===== config.mk =====
export PLATFORM = sky130hd
export DESIGN_NAME = hlpn_rot_cell
export DESIGN_NICKNAME = d
export VERILOG_FILES = /design/src/rtl/hlpn_pkg.sv /design/src/rtl/hlpn_rot_cell.sv
export SDC_FILE = /design/constraint.sdc
export NUM_CORES = 1
export LEC_CHECK = 0
export BUFFER_PORTS_ARGS = -buffer_cell sky130_fd_sc_hd__buf_4
export CAP_MARGIN = 20
export CORE_ASPECT_RATIO = 1.75
export CORE_UTILIZATION = 25
export CTS_BUF_LIST = sky130_fd_sc_hd__clkbuf_8
export DETAILED_ROUTE_END_ITERATION = 8
export GPL_TIMING_DRIVEN = 0
export HOLD_SLACK_MARGIN = 0.06
export PLACE_DENSITY = 0.46
export SLEW_MARGIN = 20
export SYNTH_ARGS = -nofsm -noshare
export SYNTH_HDL_FRONTEND = slang
export SYNTH_SLANG_ARGS = --single-unit

===== constraint.sdc =====
create_clock -name clk -period 10.55 [get_ports clk]
set_input_delay 2.11 -clock clk [delete_from_list [all_inputs] [get_ports clk]]
set_output_delay 2.11 -clock clk [all_outputs]
set_load 0.1 [all_outputs]

===== src/rtl/hlpn_pkg.sv =====
// Package: constants, types and helpers for the polar line normalizer.
package hlpn_pkg;

    localparam int CORDIC_STAGES = 16;
    localparam int ANG_W = 36;
    localparam int CX_W  = 34;
    localparam int VX_W  = 44;
    localparam int DIV_W = 64;
    localparam int DIV_BITS = 4;
    localparam int DIV_STEPS = DIV_W / DIV_BITS;

    localparam logic signed [ANG_W-1:0] PI_Q30      = 36'sd3373259426;
    localparam logic signed [ANG_W-1:0] HALF_PI_Q30 = 36'sd1686629713;
    localparam logic signed [CX_W-1:0]  INV_GAIN    = 34'sd652032874;
    localparam logic [29:0]             INV_GAIN_U  = 30'd652032874;
    localparam logic [43:0]             MAG_MIN     = 44'd66;

    localparam logic [1:0] REG_FOCAL_X  = 2'd0;
    localparam logic [1:0] REG_FOCAL_Y  = 2'd1;
    localparam logic [1:0] REG_CENTER_U = 2'd2;
    localparam logic [1:0] REG_CENTER_V = 2'd3;

    typedef struct packed {
        logic signed [CX_W-1:0]  x;
        logic signed [CX_W-1:0]  y;
        logic signed [ANG_W-1:0] z;
    } rot_t;

    typedef struct packed {
        logic signed [VX_W-1:0]  x;
        logic signed [VX_W-1:0]  y;
        logic signed [ANG_W-1:0] z;
    } vec_t;

    function automatic logic signed [ANG_W-1:0] atan_q30(input int i);
        logic signed [ANG_W-1:0] r;
        begin
            case (i)
                0: r = 36'sd843314857;
                1: r = 36'sd497837829;
                2: r = 36'sd263043837;
                3: r = 36'sd133525159;
                4: r = 36'sd67021687;
                5: r = 36'sd33543516;
                6: r = 36'sd16775851;
                7: r = 36'sd8388437;
                8: r = 36'sd4194283;
                9: r = 36'sd2097149;
                default: r = (i <= 30) ? (36'sd1 <<< (30 - i)) : '0;
            endcase
            return r;
        end
    endfunction

endpackage


===== src/rtl/hlpn_rot_cell.sv =====
// One rotation-mode CORDIC cell with its pipeline register.
module hlpn_rot_cell (
    input  logic              clk,
    input  logic              en,
    input  int                idx,
    input  hlpn_pkg::rot_t    din,
    output hlpn_pkg::rot_t    dout
);
    import hlpn_pkg::*;

    rot_t nxt;

    // rotate toward zero residual angle
    always_comb
    begin
        if (din.z >= 0)
        begin
            nxt.x = din.x - (din.y >>> idx);
            nxt.y = din.y + (din.x >>> idx);
            nxt.z = din.z - atan_q30(idx);
        end
        else
        begin
            nxt.x = din.x + (din.y >>> idx);
            nxt.y = din.y - (din.x >>> idx);
            nxt.z = din.z + atan_q30(idx);
        end
    end

    always_ff @(posedge clk)
    begin
        if (en)
            dout <= nxt;
    end
endmodule


==> results.toml <==
[logic_synthesis]
yosysSeqAreaShare_pct = 18.1
synth-xor-area-share_pct = 9.82
yosys_warnings = 0
synth_cell_type_count = 95
synth-edff-count = 104
syn_inst = 2141
yosys.area_share.simple_pct = 20.0
synth.area.mux_share_pct = 13.1
syn_nets = 2390
syn_area_per_cell_um2 = 8.08
synthFlopType = "edfxtp_1"
ys_async_sr_fraction_pct = 0
syn_area_um2 = 17300
synth_seq_cells = 104
synth_fa_ha_area_share_pct = 8.16
synth_compound_area_share_pct = 26.5
synth_top_family_by_area = "compound AO/OA/AOI/OAI gates"

[clock_tree]
clock-sinks = 104
cts_buffer_depth = 2
htree_levels = 3
path_clk_slew_ns = 0.12
cts-root-buf = "clkbuf_8"
cts_buffers = 9
cts_tree = "yes"

[power]
leakage_nw = 7.67
p_seq_share_pct = 22.8
clkPwrFrac_pct = 10.7
ir_drop_uv = 107
power.switching_mw = 1.48
p_comb_share_pct = 66.4
power_density_nw_per_um2 = 126
switching_share_pct = 56.9
intPower_mw = 1.13

[layout]
mostFrequentLayoutCell = "buf_4"
nNetsFinal = 2643
top_regs = "dout x104"
multiInputGateArea_um2 = 13500
final_cells = 3304
seqCellArea_um2 = 3120
area.growth.synth_to_final_pct = 19.4
largest_reg_flops = 104
n_fill_cell = 7411
drive_gt1_share_pct = 19.8
final_cell_mix = "244 x buf_4, 207 x nand2_1, 185 x a21oi_1"
final_area_um2 = 20700
top_register = "dout"

[die]
die_w_um = 201
core_area_um2 = 68500
rows = 127
start_util_pct = 25.3
chipHeight_um = 350
io-pin-count = 242
dieArea_um2 = 70300

[sta]
fmax_ghz = 0.0961
rsz0062_at_grt = "yes"
fin_ws_ns = 0.143
drv_slew = 0
fin_crit_sh_pct = 98.6
slew_headroom_pct = 14.7
period_needed_ns = 10.41
finalSetupTns_ns = 0
hold_viol_final = 0
setup_viol = 0
tightest_slew_ns = 1.27
holdWs_ns = 1.89

[global_route]
grt_pass1_vias = 20500
grt_max_degree = 105
grt_pass1_wl_mm = 161
grt_overflow = 0
antenna_found_initial = 4
grt_use_total_pct = 33.4

[setup_path]
path_class = "in2reg"
crit_arrival_ns = 10.71
startpoint_type = "input pin"
cp_top_family = "simple AND/OR/NAND/NOR gates"
critical_path_required_ns = 10.85
end_kind = "register"
crit_top_cell = "nand2_1"
startpoint = "idx[2]"
max_stage_delay_ns = 0.73
cpMaxStageDelayCell = "or4b_2"
worst-path-buf-inv = 7
worstPathMaxFanout = 10

[placed_design]
place_area_um2 = 20300
hpwl_mm = 96.0
dp_slack_ns = -1.99
placed_cells_incl_taps = 3284
globalplace.congestion = 1.07
io_buffers = 236

[run]
drv_cap = 0

[route]
wirelength_mm = 118
drc_errors = 0
drt_first_pass_iters = 5
wire_per_inst_um = 35.8
drtIter0Drc = 1468
ant_nets = 0
vias = 20000
vias_per_cell = 6.05

[worst_hold_path]
hold_depth = 2
hp-start = "din[36]"
hold-path-endpoint = "dout[36]"
hold_class = "in2reg"

[status]
status = "complete, no violations"
-- synth_stat cells, types with 28 or more instances --
| library cell | instances | share of area, % |
|---|---|---|
| a211oi_1 | 28 | 1.2 |
| a21o_1 | 43 | 1.9 |
| a21oi_1 | 189 | 5.5 |
| a31oi_1 | 40 | 1.4 |
| clkbuf_1 | 82 | 1.8 |
| edfxtp_1 | 104 | 18 |
| ha_1 | 108 | 7.8 |
| inv_1 | 51 | 1.1 |
| mux2i_1 | 47 | 2.7 |
| mux4_2 | 72 | 9.4 |
| nand2_1 | 207 | 4.5 |
| nand3_1 | 65 | 1.9 |
| nor2_1 | 184 | 4.0 |
| nor3_1 | 55 | 1.6 |
| o21ai_0 | 151 | 4.4 |
| o31ai_1 | 34 | 1.5 |
| xnor2_1 | 122 | 6.2 |
| xor2_1 | 72 | 3.6 |
-- through the flow --
| stage | util, % | power (mW) |
|---|---|---|
| 2_1_floorplan | - | 1.80 |
| 3_3_place_gp | 29.5 | 2.31 |
| 3_5_place_dp | 29.7 | 2.32 |
| 4_1_cts | 30.0 | 2.61 |
| 5_1_grt | 30.2 | 2.71 |
| 6_report | 30.2 | 2.61 |
-- timing repair --
item / in CTS / in global routing
setup endpoints to repair: 32 / 17
setup buffers: 2 / 0
hold buffers: 0 / 0
pin swaps: 1 / 0
gates resized for setup: 23 / 22
-- cells by family (layout without fill, tap and decap cells) --
kind of cell	after synthesis	count (layout)
mux	134	134
compound gates	704	704
other cells	0	2
xor+xnor	194	194
fa+ha+maj	111	111
buf+inv	187	445
flops	104	104
simple gates	707	707
-- routing by layer --
layer	wire [µm]	global-route usage, %	share of wire (%)
met1	37700	30.6	32
met2	61700	62.6	52
met3	5850	5.31	4.9
met4	12900	31.2	11
met5	15	0	0.013
-- power groups by stage --
stage	clock network, mW	logic, mW	registers [mW]
4_1_cts	0.296	1.72	0.598
6_report	0.280	1.73	0.596
2_1_floorplan	0	0.609	1.19
3_3_place_gp	0	1.71	0.606
3_5_place_dp	0	1.71	0.606
5_1_grt	0.302	1.80	0.606
-- cell type report --
cell class | count | area share [%]
well taps | 903 | 5.47
plain buffers | 129 | 3.05
repair buffers | 245 | 8.96
inverters | 55 | 0.999
diodes | 2 | 0.0242
clock buffers | 9 | 0.600
flip-flops and latches | 104 | 15.1
clock inverters | 7 | 0.254
multi-input cells | 1850 | 65.5
-- worst max-delay path by stage --
| stage | end | slack, ns | depth (start not counted) |
|---|---|---|---|
| after floorplan | dout[32] | 2.08 | 31 |
| after global placement | dout[32] | -2.53 | 31 |
| after detailed placement | dout[32] | -1.99 | 31 |
| after CTS | dout[32] | 0.02 | 30 |
| after global routing | dout[32] | -0.02 | 30 |
| final | dout[32] | 0.14 | 30 |
(Power assumes the default switching activity.)
