### config.mk
export PLATFORM = sky130hd
export DESIGN_NAME = hlpn_div_cell
export DESIGN_NICKNAME = d
export VERILOG_FILES = /design/src/rtl/hlpn_pkg.sv /design/src/rtl/hlpn_div_cell.sv
export SDC_FILE = /design/constraint.sdc
export NUM_CORES = 1
export LEC_CHECK = 0
export CORE_MARGIN = 4
export CORE_UTILIZATION = 26
export CTS_CLUSTER_DIAMETER = 30
export CTS_CLUSTER_SIZE = 14
export DETAILED_ROUTE_END_ITERATION = 12
export DONT_BUFFER_PORTS = 1
export GPL_ROUTABILITY_DRIVEN = 0
export SLEW_MARGIN = 10
export SYNTH_ARGS = -nofsm -noshare
export SYNTH_HDL_FRONTEND = slang
export SYNTH_SLANG_ARGS = --single-unit
### constraint.sdc
create_clock -name clk -period 50.8 [get_ports clk]
set_input_delay 7.62 -clock clk [delete_from_list [all_inputs] [get_ports clk]]
set_output_delay 7.62 -clock clk [all_outputs]
set_load 0.005 [all_outputs]
### src/rtl/hlpn_pkg.sv
// Package: constants, types and helpers for the polar line normalizer.
package hlpn_pkg;

    localparam int CORDIC_STAGES = 16;
    localparam int ANG_W = 36;
    localparam int CX_W  = 34;
    localparam int VX_W  = 44;
    localparam int DIV_W = 64;
    localparam int DIV_BITS = 4;
    localparam int DIV_STEPS = DIV_W / DIV_BITS;

    localparam logic signed [ANG_W-1:0] PI_Q30      = 36'sd3373259426;
    localparam logic signed [ANG_W-1:0] HALF_PI_Q30 = 36'sd1686629713;
    localparam logic signed [CX_W-1:0]  INV_GAIN    = 34'sd652032874;
    localparam logic [29:0]             INV_GAIN_U  = 30'd652032874;
    localparam logic [43:0]             MAG_MIN     = 44'd66;

    localparam logic [1:0] REG_FOCAL_X  = 2'd0;
    localparam logic [1:0] REG_FOCAL_Y  = 2'd1;
    localparam logic [1:0] REG_CENTER_U = 2'd2;
    localparam logic [1:0] REG_CENTER_V = 2'd3;

    typedef struct packed {
        logic signed [CX_W-1:0]  x;
        logic signed [CX_W-1:0]  y;
        logic signed [ANG_W-1:0] z;
    } rot_t;

    typedef struct packed {
        logic signed [VX_W-1:0]  x;
        logic signed [VX_W-1:0]  y;
        logic signed [ANG_W-1:0] z;
    } vec_t;

    function automatic logic signed [ANG_W-1:0] atan_q30(input int i);
        logic signed [ANG_W-1:0] r;
        begin
            case (i)
                0: r = 36'sd843314857;
                1: r = 36'sd497837829;
                2: r = 36'sd263043837;
                3: r = 36'sd133525159;
                4: r = 36'sd67021687;
                5: r = 36'sd33543516;
                6: r = 36'sd16775851;
                7: r = 36'sd8388437;
                8: r = 36'sd4194283;
                9: r = 36'sd2097149;
                default: r = (i <= 30) ? (36'sd1 <<< (30 - i)) : '0;
            endcase
            return r;
        end
    endfunction

endpackage

### src/rtl/hlpn_div_cell.sv
// One divider cell: retires DIV_BITS quotient bits of the restoring division.
module hlpn_div_cell (
    input  logic                         clk,
    input  logic                         en,
    input  logic [hlpn_pkg::DIV_W-1:0]   rem_in,
    input  logic [hlpn_pkg::DIV_W-1:0]   num_in,
    input  logic [hlpn_pkg::DIV_W-1:0]   q_in,
    input  logic [43:0]                  den,
    output logic [hlpn_pkg::DIV_W-1:0]   rem_out,
    output logic [hlpn_pkg::DIV_W-1:0]   num_out,
    output logic [hlpn_pkg::DIV_W-1:0]   q_out
);
    import hlpn_pkg::*;

    logic [DIV_W:0]   r;
    logic [DIV_W-1:0] n, q;

    // shift-subtract over DIV_BITS dividend bits
    always_comb
    begin
        r = {1'b0, rem_in};
        n = num_in;
        q = q_in;
        for (int k = 0; k < DIV_BITS; k++)
        begin
            r = {r[DIV_W-1:0], n[DIV_W-1]};
            n = {n[DIV_W-2:0], 1'b0};
            if (r >= (DIV_W+1)'(den))
            begin
                r = r - (DIV_W+1)'(den);
                q = {q[DIV_W-2:0], 1'b1};
            end
            else
                q = {q[DIV_W-2:0], 1'b0};
        end
    end

    always_ff @(posedge clk)
    begin
        if (en)
        begin
            rem_out <= r[DIV_W-1:0];
            num_out <= n;
            q_out   <= q;
        end
    end
endmodule
==> metrics.md <==
| Metric | Value |
|---|---|
| Reg clk slew, reported paths | 90 ps |
| Post-Route WL | 70,500 um |
| Cell Area, Synth | 0.0197 sq mm |
| # nets final | 2,768 |
| Fill cell count | between 7,000 and 8,000 |
| Core area | roughly 0.075 sq mm |
| CTS resizes | 0 |
| Number of vias per cell | ~5.3 |
| LEAKAGE | 0.00804 uW |
| Chip width | about 280 um |
| Tmin final | 28,640 ps |
| Row cnt | 100 |
| Synth cell types | 99 |
| # setup viols final | 0 |
| Syn Area/Cell | between 8 and 9 sq um |
| Synth Instances | 2,409 |
| Worst-margin pin slew | 1220 ps |
| Avg WL per Cell | 21.1 um |
| Critical Path AT | approximately 29,000 ps |
| Status | complete, no violations |
| Worst Setup End Kind | flop |
| Crit-path max cell delay | 740 ps |
| Drt initial violations | 1,418 |
| Synth warnings | 0 |
| Power Density | 56.7 mW/mm^2 |
| First-pass GRT wire length | between 100,000 and 150,000 um |
| Full die area | 0.0803 sq mm |
| CTS Hold Bufs | 0 |
| Maximum number of pins on one net before global-route repair | 189 |
| TritonCTS Buffers | 17 |
| Post-synth top area share | 28.6% |
| Share of cells above drive strength 1 | 4.44% |
| Maximum VDD drop | 0.0267 mV |
| Drt pass-1 iters | 5 |
| Cell at the slowest stage of the critical path | buf_4 |
| Max Clk Rate | 0.0349 GHz |
| Rel. slew slack | between 10% and 20% |
| Post-synth top flop | edfxtp_1 |
| I/O Buffers | 0 |
| Antenna Nets Post-Route | 0 |
| Max Slew Vio Count | 0 |
| CTS Buffer Depth | 2 |
| Post-CTS Setup Bufs | 0 |
| Worst EP required | 51,000 ps |
| Most used cell, CP | o21ai_0 |
| Synth area leader | edfxtp_1 |
| Critical path fanouts, max | a little under 100 |
| Sinks on Clock Net | between 150 and 200 |
| Setup slack after layout | 22,160 ps |
| Setup TNS | 0 ps |
| Max-cap violations | 0 |
| Final Hold Fails | 0 |
| H-tree level count | 4 |
| Starting density of the core | a little over a quarter |
| Synth Register Bits | between 150 and 200 |
| CTS root buf | clkbuf_16 |
| Routed vias | 17,800 |
| Core Util, Final | 28.4% |
| Post-DP HPWL | 59,900 um |
| Post-synth EDFFs | 188 |
| Top Ports | 430 |
| GRT overflow | 0 |
| Seq/Total Area, Yosys | 28.6% |
| Die H | 283 um |
| Setup WS pre-CTS | around 22,000 ps |
| Async S/R FF share, synth | 0% |
| TritonCTS clock tree | yes |
| Startpoint Class | primary input |
| All-Layer GR Usage | 16.6% |
| Drt drc | 0 |
| Largest cells by area after synthesis | edfxtp_1, ha_1, a21oi_1 |
| Final Hold Slack | 7270 ps |
| Area delta synth->final | 7.79% |
| RSZ-0062 raised after global routing | no |
| Initial antenna violation count | 9 |
| Number of global-route vias before repair | 16,300 |
| Critical path class | primary input to flop |
| Fin crit share | 56.4% |
| Hold crit path type | primary input to flop |
## sequential cells by signal, indices dropped and copies added, names as in the netlist
signal / cells
q_out: 64
rem_out: 64
num_out: 60
## layout by cell type, fill, tap and decap left out, types with 27 or more instances in the layout
cell type,n
a21o_1,82
nand2b_1,42
nand3_1,60
o31ai_1,31
o21bai_1,30
xor2_1,86
o21ai_0,183
edfxtp_1,188
o21a_1,27
nand4_1,51
nor2_1,249
xnor2_1,106
ha_1,176
nand2_1,231
nor3_1,61
inv_1,107
a21oi_1,224
## Yosys cell counts (31+ instances only)
library cell and number:
a21o_1 82, a21oi_1 224, clkbuf_1 62, edfxtp_1 188, ha_1 176, inv_1 107, nand2_1 231, nand2b_1 42
nand3_1 60, nand4_1 51, nor2_1 249, nor3_1 61, o21ai_0 183, o31ai_1 31, xnor2_1 106, xor2_1 86
## cell families (layout without fill, tap and decap cells)
kind of cell,Yosys count,after routing,synth area share [%]
XOR/XNOR,193,193,8.61
flip-flops,188,188,28.6
adder cells (fa/ha/maj),180,180,11.6
other,1,11,0.0190
AND/OR/NAND/NOR,877,877,22.3
AO/OA/AOI/OAI,748,748,23.6
buffers and inverters,201,152,4.09
multiplexers,21,21,1.15
## where the power goes
group	switching (uW)	total [uW]	leakage, uW	internal [uW]
combinational	478	804	0.00590	326
clock	65.3	137	0.000300	71.2
sequential	29.5	264	0.00184	235
## through the flow
stage / total power [uW] / std cells / instance area, sq um
finish: 1200 / 3339 / 21300
CTS: 1210 / 3332 / 21200
global placement: 1060 / 3300 / 20600
floorplan: 875 / 2412 / 19700
global route: 1320 / 3339 / 21300
detailed placement: 1070 / 3300 / 20600
## worst paths after layout
path / cells past startpoint / startpoint / slack [ps] / end
setup / recovery: 70 / den[42] / 22160 / rem_out[1]
hold / removal: 0 / q_in[25] / 7270 / q_out[29]
## final cells by class
class | count | area [sq um] | area share (%)
flip-flops and latches | 188 | 5650 | 26.6
well taps | 969 | 1210 | 5.70
inverters | 111 | 417 | 1.96
multi-input cells | 2023 | 13300 | 62.5
clock inverters | 15 | 193 | 0.907
repair buffers | 9 | 67.6 | 0.318
diodes | 7 | 17.5 | 0.0824
clock buffers | 17 | 425 | 2.00
## layer usage
metal / up-vias / wire length, um / track usage (%)
li1: 8800 / - / -
met1: 8300 / 28000 / 18.6
met2: 630 / 35100 / 30.0
met3: 81 / 4870 / 4.11
met4: 4 / 2590 / 6.62
met5: - / 23 / 0
## worst max-delay path: cells and delay by family
family,cells,cell delay (ps)
AO/OA/AOI/OAI,36,10330
adder cells (fa/ha/maj),4,1420
buffers and inverters,10,2750
multiplexers,2,770
AND/OR/NAND/NOR,18,5600
Power figures use the tool's default switching activity.
